**src/rtl/lcs_pkg.sv**
```systemverilog
// shared types and constants for the longest common substring block
`timescale 1ns / 1ps

package lcs_pkg;

  localparam int MAX_LEN_DEF = 32;
  localparam int SYM_W       = 8;

  // input function codes
  localparam logic [1:0] FUNC_APPEND_A = 2'd0;
  localparam logic [1:0] FUNC_APPEND_B = 2'd1;
  localparam logic [1:0] FUNC_RUN      = 2'd2;

  typedef enum logic [1:0] {
    KIND_APPEND_A,
    KIND_APPEND_B,
    KIND_RUN
  } kind_t;

  typedef struct packed {
    kind_t            kind;
    logic [SYM_W-1:0] symbol;
  } queue_item_t;

  typedef enum logic [2:0] {
    ST_IDLE,
    ST_SCAN,
    ST_DRAIN,
    ST_EMIT_RD,
    ST_EMIT_LD,
    ST_EMPTY
  } state_t;

endpackage

```
**src/rtl/lcs_ram.sv**
```systemverilog
// generic single-write, single-read ram with registered read data
`timescale 1ns / 1ps

module lcs_ram #(
  parameter int WIDTH = 8,
  parameter int DEPTH = 32
) (
  input  logic                     clk,
  input  logic                     we,
  input  logic [$clog2(DEPTH)-1:0] waddr,
  input  logic [WIDTH-1:0]         wdata,
  input  logic [$clog2(DEPTH)-1:0] raddr,
  output logic [WIDTH-1:0]         rdata
);

  logic [WIDTH-1:0] mem [DEPTH];

  always_ff @(posedge clk) begin
    if (we) begin
      mem[waddr] <= wdata;
    end
    rdata <= mem[raddr];
  end

endmodule

```
**src/rtl/lcs_front.sv**
```systemverilog
// front end: accepts transactions, classifies them and queues them for the back end
`timescale 1ns / 1ps

module lcs_front (
  input  logic                clk,
  input  logic                rst,
  input  logic                in_valid,
  output logic                in_ready,
  input  logic [1:0]          func,
  input  logic [7:0]          symbol,
  output logic                q_valid,
  output lcs_pkg::queue_item_t q_item,
  input  logic                q_pop
);

  import lcs_pkg::*;

  queue_item_t entry [2];
  logic        wr_ptr;
  logic        rd_ptr;
  logic [1:0]  count;
  logic        push;
  logic        pop;
  queue_item_t item_in;

  assign in_ready = (count != 2'd2);
  assign q_valid  = (count != 2'd0);
  assign q_item   = entry[rd_ptr];
  assign pop      = q_pop && q_valid;
  // the unused function code is taken and dropped here
  assign push     = in_valid && in_ready &&
                    (func == FUNC_APPEND_A || func == FUNC_APPEND_B || func == FUNC_RUN);

  always_comb begin
    item_in.symbol = symbol;
    unique case (func)
      FUNC_APPEND_A: item_in.kind = KIND_APPEND_A;
      FUNC_APPEND_B: item_in.kind = KIND_APPEND_B;
      default:       item_in.kind = KIND_RUN;
    endcase
  end

  always_ff @(posedge clk) begin
    if (push) begin
      entry[wr_ptr] <= item_in;
    end
  end

  always_ff @(posedge clk) begin
    if (rst) begin
      wr_ptr <= 1'b0;
      rd_ptr <= 1'b0;
      count  <= 2'd0;
    end else begin
      if (push) begin
        wr_ptr <= ~wr_ptr;
      end
      if (pop) begin
        rd_ptr <= ~rd_ptr;
      end
      if (push && !pop) begin
        count <= count + 2'd1;
      end else if (pop && !push) begin
        count <= count - 2'd1;
      end
    end
  end

endmodule

```
**src/rtl/lcs_back.sv**
```systemverilog
// back end: string stores, diagonal match scan and result emission
`timescale 1ns / 1ps

module lcs_back #(
  parameter int MAX_LEN = lcs_pkg::MAX_LEN_DEF
) (
  input  logic                 clk,
  input  logic                 rst,
  input  logic                 q_valid,
  input  lcs_pkg::queue_item_t q_item,
  output logic                 q_pop,
  output logic                 out_valid,
  input  logic                 out_ready,
  output logic [5:0]           match_length,
  output logic [4:0]           start_in_a,
  output logic [4:0]           start_in_b,
  output logic [7:0]           out_symbol,
  output logic                 symbol_valid,
  output logic                 truncated,
  output logic                 last
);

  import lcs_pkg::*;

  localparam int IW = (MAX_LEN > 1) ? $clog2(MAX_LEN) : 1;
  localparam int LW = $clog2(MAX_LEN + 1);
  localparam logic [LW-1:0] LEN_MAX = LW'(MAX_LEN);
  localparam logic [LW-1:0] ONE     = LW'(1);

  state_t state, state_next;

  logic [LW-1:0] len_a, len_a_next, len_b, len_b_next;
  logic          ovf, ovf_next;
  logic [IW-1:0] ia, ia_next, ib, ib_next;
  logic [LW-1:0] sr, sr_next;
  logic          phase_b, phase_b_next;
  logic [LW-1:0] k, k_next;
  logic [LW-1:0] best_len, best_len_next;
  logic [IW-1:0] best_ia, best_ia_next, best_ib, best_ib_next;

  // scan pipeline: stage 1 waits on ram data, stage 2 holds the run length
  logic          v1, v1_next, first1;
  logic [IW-1:0] ia1, ib1;
  logic          v2;
  logic [LW-1:0] run2;
  logic [IW-1:0] ia2, ib2;

  logic            we_a, we_b;
  logic [IW-1:0]   raddr_a;
  logic [SYM_W-1:0] rdata_a, rdata_b;
  logic            out_free, load_out, load_last, load_empty;

  logic [LW-1:0] start_a, start_b;
  logic          end_diag, better;

  assign start_a  = LW'(best_ia) + ONE - best_len;
  assign start_b  = LW'(best_ib) + ONE - best_len;
  assign out_free = !out_valid || out_ready;
  assign raddr_a  = (state == ST_SCAN) ? ia : IW'(start_a + k);
  assign end_diag = (LW'(ia) == len_a - ONE) || (LW'(ib) == len_b - ONE);
  assign better   = v2 && (run2 != '0) &&
                    ((run2 > best_len) ||
                     ((run2 == best_len) &&
                      ((ia2 < best_ia) || ((ia2 == best_ia) && (ib2 < best_ib)))));

  lcs_ram #(.WIDTH(SYM_W), .DEPTH(MAX_LEN)) u_ram_a (
    .clk   (clk),
    .we    (we_a),
    .waddr (IW'(len_a)),
    .wdata (q_item.symbol),
    .raddr (raddr_a),
    .rdata (rdata_a)
  );

  lcs_ram #(.WIDTH(SYM_W), .DEPTH(MAX_LEN)) u_ram_b (
    .clk   (clk),
    .we    (we_b),
    .waddr (IW'(len_b)),
    .wdata (q_item.symbol),
    .raddr (ib),
    .rdata (rdata_b)
  );

  always_comb begin
    state_next    = state;
    len_a_next    = len_a;
    len_b_next    = len_b;
    ovf_next      = ovf;
    ia_next       = ia;
    ib_next       = ib;
    sr_next       = sr;
    phase_b_next  = phase_b;
    k_next        = k;
    best_len_next = best_len;
    best_ia_next  = best_ia;
    best_ib_next  = best_ib;
    v1_next       = 1'b0;
    q_pop         = 1'b0;
    we_a          = 1'b0;
    we_b          = 1'b0;
    load_out      = 1'b0;
    load_last     = 1'b0;
    load_empty    = 1'b0;

    if (better) begin
      best_len_next = run2;
      best_ia_next  = ia2;
      best_ib_next  = ib2;
    end

    unique case (state)
      ST_IDLE: begin
        if (q_valid) begin
          q_pop = 1'b1;
          unique case (q_item.kind)
            KIND_APPEND_A: begin
              if (len_a < LEN_MAX) begin
                we_a       = 1'b1;
                len_a_next = len_a + ONE;
              end else begin
                ovf_next = 1'b1;
              end
            end
            KIND_APPEND_B: begin
              if (len_b < LEN_MAX) begin
                we_b       = 1'b1;
                len_b_next = len_b + ONE;
              end else begin
                ovf_next = 1'b1;
              end
            end
            default: begin
              best_len_next = '0;
              best_ia_next  = '0;
              best_ib_next  = '0;
              ia_next       = '0;
              ib_next       = '0;
              sr_next       = '0;
              phase_b_next  = 1'b0;
              if (len_a == '0 || len_b == '0) begin
                state_next = ST_EMPTY;
              end else begin
                state_next = ST_SCAN;
              end
            end
          endcase
        end
      end
      ST_SCAN: begin
        v1_next = 1'b1;
        if (!end_diag) begin
          ia_next = ia + IW'(1);
          ib_next = ib + IW'(1);
        end else if (!phase_b) begin
          if (sr + ONE < len_a) begin
            sr_next = sr + ONE;
            ia_next = IW'(sr + ONE);
            ib_next = '0;
          end else if (ONE < len_b) begin
            phase_b_next = 1'b1;
            sr_next      = ONE;
            ia_next      = '0;
            ib_next      = IW'(ONE);
          end else begin
            state_next = ST_DRAIN;
          end
        end else begin
          if (sr + ONE < len_b) begin
            sr_next = sr + ONE;
            ia_next = '0;
            ib_next = IW'(sr + ONE);
          end else begin
            state_next = ST_DRAIN;
          end
        end
      end
      ST_DRAIN: begin
        if (!v1 && !v2) begin
          k_next = '0;
          if (best_len == '0) begin
            state_next = ST_EMPTY;
          end else begin
            state_next = ST_EMIT_RD;
          end
        end
      end
      ST_EMIT_RD: begin
        state_next = ST_EMIT_LD;
      end
      ST_EMIT_LD: begin
        if (out_free) begin
          load_out  = 1'b1;
          load_last = (k + ONE == best_len);
          k_next    = k + ONE;
          if (load_last) begin
            len_a_next = '0;
            len_b_next = '0;
            ovf_next   = 1'b0;
            state_next = ST_IDLE;
          end else begin
            state_next = ST_EMIT_RD;
          end
        end
      end
      ST_EMPTY: begin
        if (out_free) begin
          load_out   = 1'b1;
          load_last  = 1'b1;
          load_empty = 1'b1;
          len_a_next = '0;
          len_b_next = '0;
          ovf_next   = 1'b0;
          state_next = ST_IDLE;
        end
      end
      default: begin
        state_next = ST_IDLE;
      end
    endcase
  end

  always_ff @(posedge clk) begin
    if (rst) begin
      state     <= ST_IDLE;
      len_a     <= '0;
      len_b     <= '0;
      ovf       <= 1'b0;
      best_len  <= '0;
      best_ia   <= '0;
      best_ib   <= '0;
      v1        <= 1'b0;
      v2        <= 1'b0;
      out_valid <= 1'b0;
    end else begin
      state    <= state_next;
      len_a    <= len_a_next;
      len_b    <= len_b_next;
      ovf      <= ovf_next;
      best_len <= best_len_next;
      best_ia  <= best_ia_next;
      best_ib  <= best_ib_next;
      v1       <= v1_next;
      v2       <= v1;
      if (load_out) begin
        out_valid <= 1'b1;
      end else if (out_ready) begin
        out_valid <= 1'b0;
      end
    end
  end

  always_ff @(posedge clk) begin
    ia      <= ia_next;
    ib      <= ib_next;
    sr      <= sr_next;
    phase_b <= phase_b_next;
    k       <= k_next;
    first1  <= (ia == '0) || (ib == '0);
    ia1     <= ia;
    ib1     <= ib;
    ia2     <= ia1;
    ib2     <= ib1;
    if (rdata_a == rdata_b) begin
      run2 <= first1 ? ONE : run2 + ONE;
    end else begin
      run2 <= '0;
    end
    if (load_out) begin
      truncated <= ovf;
      last      <= load_last;
      if (load_empty) begin
        match_length <= '0;
        start_in_a   <= '0;
        start_in_b   <= '0;
        out_symbol   <= '0;
        symbol_valid <= 1'b0;
      end else begin
        match_length <= 6'(best_len);
        start_in_a   <= 5'(start_a);
        start_in_b   <= 5'(start_b);
        out_symbol   <= rdata_a;
        symbol_valid <= 1'b1;
      end
    end
  end

endmodule

```
**src/rtl/longest_common_substring.sv**
```systemverilog
// top level of the longest common substring block
`timescale 1ns / 1ps

// Longest common substring of two byte strings. Each input transaction appends
// one symbol to string A (func 0) or string B (func 1), up to MAX_LEN each;
// symbols past that are dropped and the truncated flag is raised. A run
// transaction (func 2) searches all match lengths and emits the first longest
// common run in row-major order, one symbol per output transaction, each
// carrying the length and both start positions, with last on the final one.
// An empty string or no common symbol gives one output with length 0 and
// symbol_valid low. After a run both strings are empty and truncated clears.
// Timing: the front end queues two transactions, so appends sustain one per
// cycle while no run is in progress. A run walks every cell of the len_a x
// len_b table once along its diagonals through the string rams, one cell per
// cycle, holding the queue meanwhile, then emits each symbol via a ram read
// state and then an output register load state. Func 3 is taken and dropped.

module longest_common_substring #(
  parameter int MAX_LEN = lcs_pkg::MAX_LEN_DEF
) (
  input  logic       clk,
  input  logic       rst,
  input  logic       in_valid,
  output logic       in_ready,
  input  logic [1:0] func,
  input  logic [7:0] symbol,
  output logic       out_valid,
  input  logic       out_ready,
  output logic [5:0] match_length,
  output logic [4:0] start_in_a,
  output logic [4:0] start_in_b,
  output logic [7:0] out_symbol,
  output logic       symbol_valid,
  output logic       truncated,
  output logic       last
);

  import lcs_pkg::*;

  // queue between front and back ends
  logic        q_valid;
  logic        q_pop;
  queue_item_t q_item;

  lcs_front u_front (
    .clk      (clk),
    .rst      (rst),
    .in_valid (in_valid),
    .in_ready (in_ready),
    .func     (func),
    .symbol   (symbol),
    .q_valid  (q_valid),
    .q_item   (q_item),
    .q_pop    (q_pop)
  );

  lcs_back #(.MAX_LEN(MAX_LEN)) u_back (
    .clk          (clk),
    .rst          (rst),
    .q_valid      (q_valid),
    .q_item       (q_item),
    .q_pop        (q_pop),
    .out_valid    (out_valid),
    .out_ready    (out_ready),
    .match_length (match_length),
    .start_in_a   (start_in_a),
    .start_in_b   (start_in_b),
    .out_symbol   (out_symbol),
    .symbol_valid (symbol_valid),
    .truncated    (truncated),
    .last         (last)
  );

endmodule
```
**config.mk**
```make
export PLATFORM = sky130hd
export DESIGN_NAME = longest_common_substring
export DESIGN_NICKNAME = d
export VERILOG_FILES = /design/src/rtl/lcs_pkg.sv /design/src/rtl/lcs_ram.sv /design/src/rtl/lcs_front.sv /design/src/rtl/lcs_back.sv /design/src/rtl/longest_common_substring.sv
export SDC_FILE = /design/constraint.sdc
export NUM_CORES = 1
export LEC_CHECK = 0
export BUFFER_PORTS_ARGS = -buffer_cell sky130_fd_sc_hd__buf_2
export CAP_MARGIN = 20
export CORE_MARGIN = 3
export CORE_UTILIZATION = 64
export DETAILED_ROUTE_END_ITERATION = 7
export PLACE_DENSITY = 0.81
export SYNTH_ARGS = -nofsm -noshare
export SYNTH_HDL_FRONTEND = slang
export SYNTH_SLANG_ARGS = --single-unit
```
**constraint.sdc**
```tcl
create_clock -name clk -period 9 [get_ports clk]
set_clock_uncertainty 0.2 [all_clocks]
set_input_delay 1.35 -clock clk [delete_from_list [all_inputs] [get_ports clk]]
set_output_delay 1.35 -clock clk [all_outputs]
set_load 0.02 [all_outputs]
```
==> results of run 1 <==
[logic make-up (layout without fill, tap and decap cells)]
group,after synthesis,in the layout,share of synthesized area
xor+xnor,64,64,0.0207
compound gates,196,196,0.0471
simple gates,350,350,0.0602
buf+inv,143,243,0.0212
mux,253,253,0.130
fa+ha+maj,63,63,0.0293
flops,665,665,0.691
[synth_stat cells, drive strengths merged (29+ instances only)]
| cell | number | area [sq um] |
|---|---|---|
| buf | 39 | 198 |
| mux2 | 48 | 541 |
| mux2i | 125 | 1260 |
| a211oi | 37 | 278 |
| nand3 | 34 | 170 |
| a21oi | 63 | 315 |
| dfxtp | 83 | 1660 |
| edfxtp | 582 | 17500 |
| clkbuf | 48 | 180 |
| xnor2 | 34 | 298 |
| nor2 | 133 | 499 |
| ha | 60 | 751 |
| mux4 | 80 | 1800 |
| xor2 | 29 | 254 |
| nand2 | 66 | 248 |
| inv | 55 | 206 |
| nor2b | 54 | 338 |
[critical path, stage by stage (launching register included)]
cell and delay, ns:
dfxtp_1 0.56, or3b_1 0.79, mux2i_4 0.80, buf_16 0.24
buf_4 0.51, nor2b_1 0.11, a211oi_1 0.30, a21oi_1 0.12
a221oi_1 0.59, mux2i_1 0.14
[per-layer routing]
metal / up-vias / global-route usage / part of all wire
met4: 4 / 0.0877 / 0.025
met1: 7806 / 0.370 / 0.41
met5: - / 0 / 0.00038
met3: 124 / 0.0565 / 0.083
met2: 756 / 0.421 / 0.48
li1: 6754 / - / -
[state kept, by name (all words and copies together), names as in the netlist, 6 cells and up, named ones only]
| register | count |
|---|---|
| u_back.u_ram_a.mem | 256 |
| u_back.out_symbol | 8 |
| u_front.entry | 20 |
| u_back.run2 | 6 |
| u_back.len_a | 6 |
| u_back.sr | 6 |
| u_back.u_ram_a.rdata | 8 |
| u_back.u_ram_b.mem | 256 |
| u_back.len_b | 6 |
| u_back.u_ram_b.rdata | 8 |
| u_back.best_len | 6 |
| u_back.match_length | 6 |
| u_back.k | 6 |
[where the power goes]
part / internal, mW / switching, mW
clock: 1.53 / 1.13
sequential: 3.82 / 0.228
combinational: 1.24 / 1.79
total: 6.60 / 3.15
[final timing paths]
check	from	to	slack [ns]
worst min-delay path	u_back.ib1[0]	u_back.ib2[0]	0.13
worst max register to register	u_back.state[1]	u_back.u_ram_a.rdata[4]	4.45
worst min register to register	u_back.ib1[0]	u_back.ib2[0]	0.13
worst max-delay path	u_back.state[1]	u_back.u_ram_a.rdata[4]	4.45
[cell type report]
| type | instances | share of cell area |
|---|---|---|
| well taps | 577 | 0.0235 |
| repair buffers | 67 | 0.0192 |
| clock inverters | 35 | 0.00924 |
| multi-input cells | 926 | 0.260 |
| flip-flops and latches | 665 | 0.623 |
| clock buffers | 85 | 0.0585 |
| inverters | 56 | 0.00684 |
==> flow_metrics.py, run 1 <==
metrics = {
    "finish": {
        "fill_cells": 2475,
        "area_growth_pct": 11.0,
        "finalInstanceArea_sq_um": 30700,
        "final_common_cell": "edfxtp_1",
        "final_cell_mix": "edfxtp_1, nor2_1, mux2i_1",
        "layout-drive-gt1-share": 0.162,
        "fin_util": 0.726,
        "final_nets": 1859,
        "layoutNonFillerInstCount": 2411,
        "ff_latch_area_sq_um": 19100,
        "n_antenna_cell": 0,
        "multi_input_area_sq_um": 7990,
    },
    "place": {
        "place_hpwl_mm": 35.6,
        "placed_area_sq_um": 28400,
        "portBuffers": 42,
        "place_congestion": 0.886,
        "post-place-ws_ns": 4.45,
        "dp_cells": 2282,
    },
    "global_route": {
        "antenna_found_initial": 2,
        "grtUsageTotal": 0.264,
        "grt_overflow": 0,
        "grt_max_degree": 92,
        "grt_pass1_vias": 15500,
        "grt_pass1_wl_mm": 92.8,
    },
    "floorplanning": {
        "core.rowCount": 75,
        "core_area_sq_um": 42300,
        "die_h_microns": 214,
        "die_area_sq_um": 45800,
        "io_pins": 43,
        "die_w_microns": 214,
        "start_util": 0.654,
    },
    "sta": {
        "worst_slew_pin_slew_ns": 1.19,
        "period_share": 0.505,
        "fin_setup_tns_ns": 0,
        "drv_slew": 0,
        "setup_viol_count_final": 0,
        "timing.hold.ws_ns": 0.126,
        "fmax_mhz": 220,
        "rsz0062_at_grt": "no",
        "final_hold_viol_count": 0,
        "fin_ws_ns": 4.45,
        "maxSlewHeadroom": 0.208,
        "period_needed_ns": 4.55,
    },
    "setup_path": {
        "critPathLaunchType": "register",
        "criticalPathCategory": "reg2reg",
        "cp.arrival_ns": 4.79,
        "crit_fanout": 43,
        "rr_worst_depth": 9,
        "crit_path_end_kind": "register",
        "cp.required_ns": 9.24,
    },
    "yosys": {
        "yosys_warnings": 0,
        "synth_cells": 1734,
        "post_synth_num_cell_types": 64,
        "ys_ff_latch": 665,
        "synthFlopType": "edfxtp_1",
        "async_reset_ff_frac": 0,
        "syn-num-nets": 1811,
        "syn_area_sq_um": 27700,
        "synth_edf_count": 582,
        "syn_avg_cell_area_sq_um": 16.0,
        "synth-seq-area-share": 0.691,
    },
    "pwr": {
        "p_per_area_nw_per_um2": 317,
        "max-vdd-ir-drop_uv": 234,
        "p_total_mw": 9.75,
        "power.leakage_nw": 10.3,
    },
    "min_path": {
        "hp-class": "reg2reg",
        "min_delay_path_depth": 0,
    },
    "clock_tree": {
        "numCtsBuffers": 66,
        "ctsHoldBuffers": 0,
        "cts_tree": "done",
        "post-cts-setup-buffers": 0,
        "h-tree-depth": 3,
        "insertion_delay_ns": 0.59,
        "clkTransAtPathRegs_ns": 0.06,
        "cts_resized": 0,
        "cts_sinks": 665,
        "ctsRootBufferMaster": "clkbuf_16",
        "clock_path_buffers": 3,
    },
    "route": {
        "drt-total-wl_mm": 60.2,
        "drc": 0,
        "drt-initial-drc-count": 1885,
        "drt_pre_antenna_iters": 6,
        "ant_nets": 0,
        "routed_via_density": 6.41,
        "drt-wirelength-per-cell_microns": 25.0,
        "num_vias": 15400,
    },
    "flow_run": {
        "drv_cap": 0,
    },
    "status": {
        "outcome": "complete, no violations",
    },
}
(Power assumes the default switching activity.)
==> run 2, diff against run 1 <==
--- a/config.mk
+++ b/config.mk
@@ -8,9 +8,9 @@
 export BUFFER_PORTS_ARGS = -buffer_cell sky130_fd_sc_hd__buf_2
 export CAP_MARGIN = 20
 export CORE_MARGIN = 3
-export CORE_UTILIZATION = 64
+export CORE_UTILIZATION = 63
 export DETAILED_ROUTE_END_ITERATION = 7
-export PLACE_DENSITY = 0.81
+export PLACE_DENSITY = 0.8
 export SYNTH_ARGS = -nofsm -noshare
 export SYNTH_HDL_FRONTEND = slang
 export SYNTH_SLANG_ARGS = --single-unit
==> constraint.sdc (replaced) <==
create_clock -name clk -period 4.58 [get_ports clk]
set_clock_uncertainty 0.2 [all_clocks]
set_input_delay 0.687 -clock clk [delete_from_list [all_inputs] [get_ports clk]]
set_output_delay 0.687 -clock clk [all_outputs]
set_load 0.02 [all_outputs]
==> run 2 against run 1 <==
Sequential power grew 96%. Highest routed layer unchanged. Largest cell class unchanged. Global-route usage grew 0.38 points. Largest power group unchanged. Sequential share of layout area shrank 0.13 points. Core utilization shrank 1.4 points. Worst hold slack lost 0.044 ns. Total power grew 100%. Cell count grew 0.62%. Critical path depth grew 3.
==> flow_metrics.py, run 2 (synthesis results as in run 1) <==
metrics = {
    "finish": {
        "layoutNonFillerInstCount": 2426,
        "area_growth_pct": 11.2,
        "final_common_cell": "edfxtp_1",
        "reg_top3": "u_back.u_ram_a.mem x256, u_back.u_ram_b.mem x256, u_front.entry x20",
        "final_cell_mix": "edfxtp_1, nor2_1, mux2i_1",
        "layout-drive-gt1-share": 0.165,
        "final_nets": 1863,
        "fill_cells": 2626,
        "finalInstanceArea_sq_um": 30800,
    },
    "setup_path": {
        "crit_path_end_kind": "register",
        "criticalPathCategory": "reg2reg",
        "cp.required_ns": 4.90,
        "critPathLaunchType": "register",
        "cp.arrival_ns": 4.25,
        "crit_fanout": 16,
    },
    "route": {
        "drt_pre_antenna_iters": 8,
        "drt-wirelength-per-cell_microns": 24.9,
        "drc": 0,
        "routed_via_density": 6.35,
        "drt-initial-drc-count": 1802,
        "num_vias": 15400,
        "drt-total-wl_mm": 60.3,
        "ant_nets": 0,
    },
    "floorplanning": {
        "io_pins": 43,
        "core.rowCount": 76,
        "core_area_sq_um": 43300,
        "start_util": 0.640,
        "die_h_microns": 216,
        "die_w_microns": 216,
        "die_area_sq_um": 46500,
    },
    "global_route": {
        "grt_pass1_vias": 15300,
        "grt_pass1_wl_mm": 93.5,
        "grtUsageTotal": 0.268,
        "grt_overflow": 0,
        "antenna_found_initial": 5,
        "grt_max_degree": 69,
    },
    "clock_tree": {
        "ctsRootBufferMaster": "clkbuf_16",
        "post-cts-setup-buffers": 0,
        "cts_tree": "done",
        "cts_sinks": 665,
        "clock_path_buffers": 3,
        "cts_resized": 0,
        "h-tree-depth": 3,
        "numCtsBuffers": 67,
        "ctsHoldBuffers": 0,
        "insertion_delay_ns": 0.60,
        "clkTransAtPathRegs_ns": 0.06,
    },
    "flow_run": {
        "drv_cap": 0,
    },
    "sta": {
        "drv_slew": 0,
        "fin_setup_tns_ns": 0,
        "timing.hold.ws_ns": 0.0820,
        "worst_slew_pin_slew_ns": 0.995,
        "period_share": 0.858,
        "setup_viol_count_final": 0,
        "fmax_mhz": 255,
        "maxSlewHeadroom": 0.334,
        "period_needed_ns": 3.93,
        "final_hold_viol_count": 0,
        "rsz0062_at_grt": "no",
    },
    "place": {
        "portBuffers": 42,
        "placed_area_sq_um": 28500,
        "dp_cells": 2300,
        "place_congestion": 0.937,
        "place_hpwl_mm": 37.5,
    },
    "pwr": {
        "power.leakage_nw": 10.4,
        "max-vdd-ir-drop_uv": 400,
        "p_total_mw": 19.5,
        "p_per_area_nw_per_um2": 632,
    },
    "status": {
        "outcome": "complete, no violations",
    },
    "min_path": {
        "hp-class": "in2reg",
    },
}
## run 2: cell types whose count changed in the layout (fill, tap and decap cells not counted)
cell,before,now
buf_12,3,5
buf_16,7,0
buf_4,13,22
buf_8,2,1
bufinv_16,4,8
clkbuf_1,15,12
clkbuf_16,69,71
clkinv_1,13,15
clkinv_2,12,9
clkinv_4,3,2
clkinvlp_4,2,4
diode_2,0,2
inv_6,2,1
## run 2: critical path: stages, from the launching register on
cell,delay (ns)
dfxtp_1,0.41
inv_1,0.12
ha_1,0.20
ha_1,0.23
fa_1,0.50
ha_1,0.35
a21oi_1,0.22
a211oi_1,0.10
nor3_1,0.44
nand2_1,0.45
o22ai_1,0.34
a221oi_1,0.10
mux2i_1,0.20
## run 2: final cells by class
class | instances | area (sq um) | area share
clock buffer | 84 | 1840 | 0.0596
multi-input combinational | 926 | 7990 | 0.259
tap | 585 | 732 | 0.0238
inverter | 56 | 210 | 0.00683
timing repair buffer | 70 | 490 | 0.0159
sequential | 665 | 19100 | 0.622
antenna | 2 | 5.00 | 0.000163
clock inverter | 38 | 394 | 0.0128
## run 2: worst paths after layout
path | from | to | slack, ns | depth (start not counted)
max | u_back.best_len[0] | u_back.u_ram_a.rdata[6] | 0.65 | 12
min | symbol[2] | u_front.entry[0][2] | 0.08 | 1
max reg2reg | u_back.best_len[0] | u_back.u_ram_a.rdata[6] | 0.65 | 12
min reg2reg | u_back.ib1[1] | u_back.ib2[1] | 0.13 | 0
## run 2: metrics by stage
stage / setup slack [ns] / util
finish: 0.652 / 0.712
global route: 0.337 / 0.712
CTS: 0.693 / 0.711
detailed placement: 0.718 / 0.659
global placement: 0.830 / 0.659
floorplan: 1.18 / -
## run 2: metal layers
layer / part of all wire / global-route usage / vias to the layer above / wire (microns)
met2: 0.46 / 0.402 / 784 / 27700
met5: 0.00038 / 0 / - / 23
li1: - / - / 6760 / -
met4: 0.031 / 0.0974 / 4 / 1860
met3: 0.098 / 0.0689 / 136 / 5930
met1: 0.41 / 0.386 / 7710 / 24900
## run 2: power breakdown
group          leakage (nW)  internal (mW)  switching, mW  total (mW)
clock                  1.08           3.30           2.22        5.52
combinational          3.35           2.39           3.63        6.02
sequential             5.94           7.52          0.407        7.93
total                  10.4           13.2           6.26        19.5
==> run 3, diff against run 2 <==
--- a/config.mk
+++ b/config.mk
@@ -10,6 +10,7 @@
 export CORE_MARGIN = 3
 export CORE_UTILIZATION = 63
 export DETAILED_ROUTE_END_ITERATION = 7
+export GPL_TIMING_DRIVEN = 0
 export PLACE_DENSITY = 0.8
 export SYNTH_ARGS = -nofsm -noshare
 export SYNTH_HDL_FRONTEND = slang
==> run 3 against run 2 <==
Critical path depth increased by 1. Count of clock-buffer cells in the layout grew 5. Die area unchanged. Combinational power grew 6.8%. Worst hold slack worse by 0.0042 ns. Cell area rose by 0.13%. Setup slack worse by 0.41 ns. Total power fell by 0.54%. Cell count grew 2.6%.
==> flow_metrics.py, run 3 (synthesis results as in run 1) <==
metrics = {
    "setup_path": {
        "crit_path_max_incr_delay_ns": 0.53,
        "critPathTopFamily": "adder cells",
        "critPathBufInv": 2,
        "cp.required_ns": 4.88,
        "cp.arrival_ns": 4.63,
        "crit_fanout": 10,
        "crit_path_end_kind": "register",
        "worst_path_max_delay_cell": "fa_1",
        "crit_top_cell": "ha_1",
        "crit_chain": "inv_1 -> ha_1 -> ha_1 -> fa_1 -> ha_1 -> a21oi_1 -> a211oi_1 -> nor3_2 -> nand2_1 -> clkbuf_2 -> o22ai_1 -> a221oi_1 -> mux2i_1",
        "critPathLaunchType": "register",
        "criticalPathCategory": "reg2reg",
    },
    "floorplanning": {
        "core_area_sq_um": 43300,
        "start_util": 0.640,
        "die_w_microns": 216,
        "core.rowCount": 76,
        "io_pins": 43,
        "die_area_sq_um": 46500,
        "die_h_microns": 216,
    },
    "route": {
        "routed_via_density": 6.35,
        "drt-wirelength-per-cell_microns": 25.2,
        "drt-initial-drc-count": 2156,
        "num_vias": 15800,
        "drc": 0,
        "drt_pre_antenna_iters": 6,
        "drt-total-wl_mm": 62.6,
        "ant_nets": 0,
    },
    "clock_tree": {
        "numCtsBuffers": 66,
        "clock_path_buffers": 3,
        "h-tree-depth": 3,
        "clkTransAtPathRegs_ns": 0.06,
        "ctsRootBufferMaster": "clkbuf_16",
        "cts_sinks": 665,
        "insertion_delay_ns": 0.60,
        "ctsHoldBuffers": 0,
        "cts_tree": "done",
    },
    "finish": {
        "n_antenna_cell": 0,
        "multi_input_area_sq_um": 7970,
        "final_cell_mix": "edfxtp_1, nor2_1, mux2i_1",
        "final_common_cell": "edfxtp_1",
        "ff_latch_area_sq_um": 19100,
        "layout-drive-gt1-share": 0.159,
        "final_nets": 1929,
        "reg_top3": "u_back.u_ram_a.mem x256, u_back.u_ram_b.mem x256, u_front.entry x20",
        "layoutNonFillerInstCount": 2488,
        "area_growth_pct": 11.4,
        "fill_cells": 2700,
    },
    "sta": {
        "period_needed_ns": 4.34,
        "fin_setup_tns_ns": 0,
        "maxSlewHeadroom": 0.302,
        "setup_viol_count_final": 0,
        "period_share": 0.947,
        "worst_slew_pin_slew_ns": 1.02,
        "final_hold_viol_count": 0,
        "fmax_mhz": 231,
        "rsz0062_at_grt": "no",
        "drv_slew": 0,
    },
    "pwr": {
        "max-vdd-ir-drop_uv": 453,
        "power.leakage_nw": 10.4,
        "p_per_area_nw_per_um2": 628,
    },
    "place": {
        "dp_cells": 2367,
        "place_hpwl_mm": 40.5,
        "portBuffers": 41,
        "place_congestion": 0.882,
    },
    "global_route": {
        "grtUsageTotal": 0.274,
        "antenna_found_initial": 1,
        "grt_max_degree": 65,
        "grt_pass1_vias": 15600,
        "grt_overflow": 0,
        "grt_pass1_wl_mm": 95.8,
    },
    "min_path": {
        "hp-class": "in2reg",
    },
    "flow_run": {
        "drv_cap": 0,
    },
    "status": {
        "outcome": "complete, no violations",
    },
}
==> run 3: cell types whose count changed in the layout (fill, tap and decap cells not counted), moves of 3 or more <==
cell	before	now
inv_6	1	6
buf_1	0	12
clkinv_1	15	12
clkbuf_16	71	66
bufinv_16	8	3
clkbuf_1	12	67
buf_4	22	7
buf_2	42	61
==> run 3: layout make-up <==
type | instances | share of cell area
Sequential cell | 665 | 0.621
Multi-Input combinational cell | 926 | 0.258
Clock buffer | 89 | 0.0570
Tap cell | 585 | 0.0237
Timing Repair Buffer | 50 | 0.0128
Buffer | 87 | 0.0123
Clock inverter | 30 | 0.00812
Inverter | 56 | 0.00682
==> run 3: timing repair <==
action	4_1_cts	5_1_grt
gates resized for setup	0	5
buffers inserted	0	0
endpoints found under the setup margin	0	8
==> run 3: power by group <==
group / switching [mW] / internal [mW]
Sequential: 0.316 / 7.51
Clock: 2.21 / 2.88
Combinational: 3.96 / 2.47
==> run 3: layer usage <==
layer	track usage	vias up	part of all wire
li1	-	6890	-
met1	0.408	7960	0.41
met2	0.424	835	0.46
met3	0.0484	115	0.099
met4	0.0831	2	0.023
met5	0	-	0.00021
==> run 3: worst register-to-register path: cells and delay by family, from the launching register on <==
family	cells	cell delay (ns)
flops	1	0.44
simple gates	2	0.68
buf+inv	2	0.48
fa+ha+maj	4	1.35
mux	1	0.23
compound gates	4	0.88
==> run 3: final timing paths <==
kind         slack, ns  cells after the start                from                 endpoint
max               0.24                     13  u_back.best_len[0]  u_back.u_ram_a.rdata[5]
min               0.08                      1           symbol[2]      u_front.entry[1][2]
max reg2reg       0.24                     13  u_back.best_len[0]  u_back.u_ram_a.rdata[5]
min reg2reg       0.13                      0       u_back.ia1[3]            u_back.ia2[3]
==> run 3: stage by stage <==
step                      area, sq um  utilization  hold slack (ns)  power (mW)  setup WS (ns)
after floorplan                 27700            -            0.110        12.1           1.18
after global placement          28600        0.662            0.112        13.9         0.0882
after detailed placement        28800        0.665            0.112        14.1         0.0521
after CTS                       30800        0.711           0.0477        19.3         0.0399
after global routing            30800        0.713           0.0713        20.1       0.000372
final                           30800        0.713           0.0778        19.4          0.245
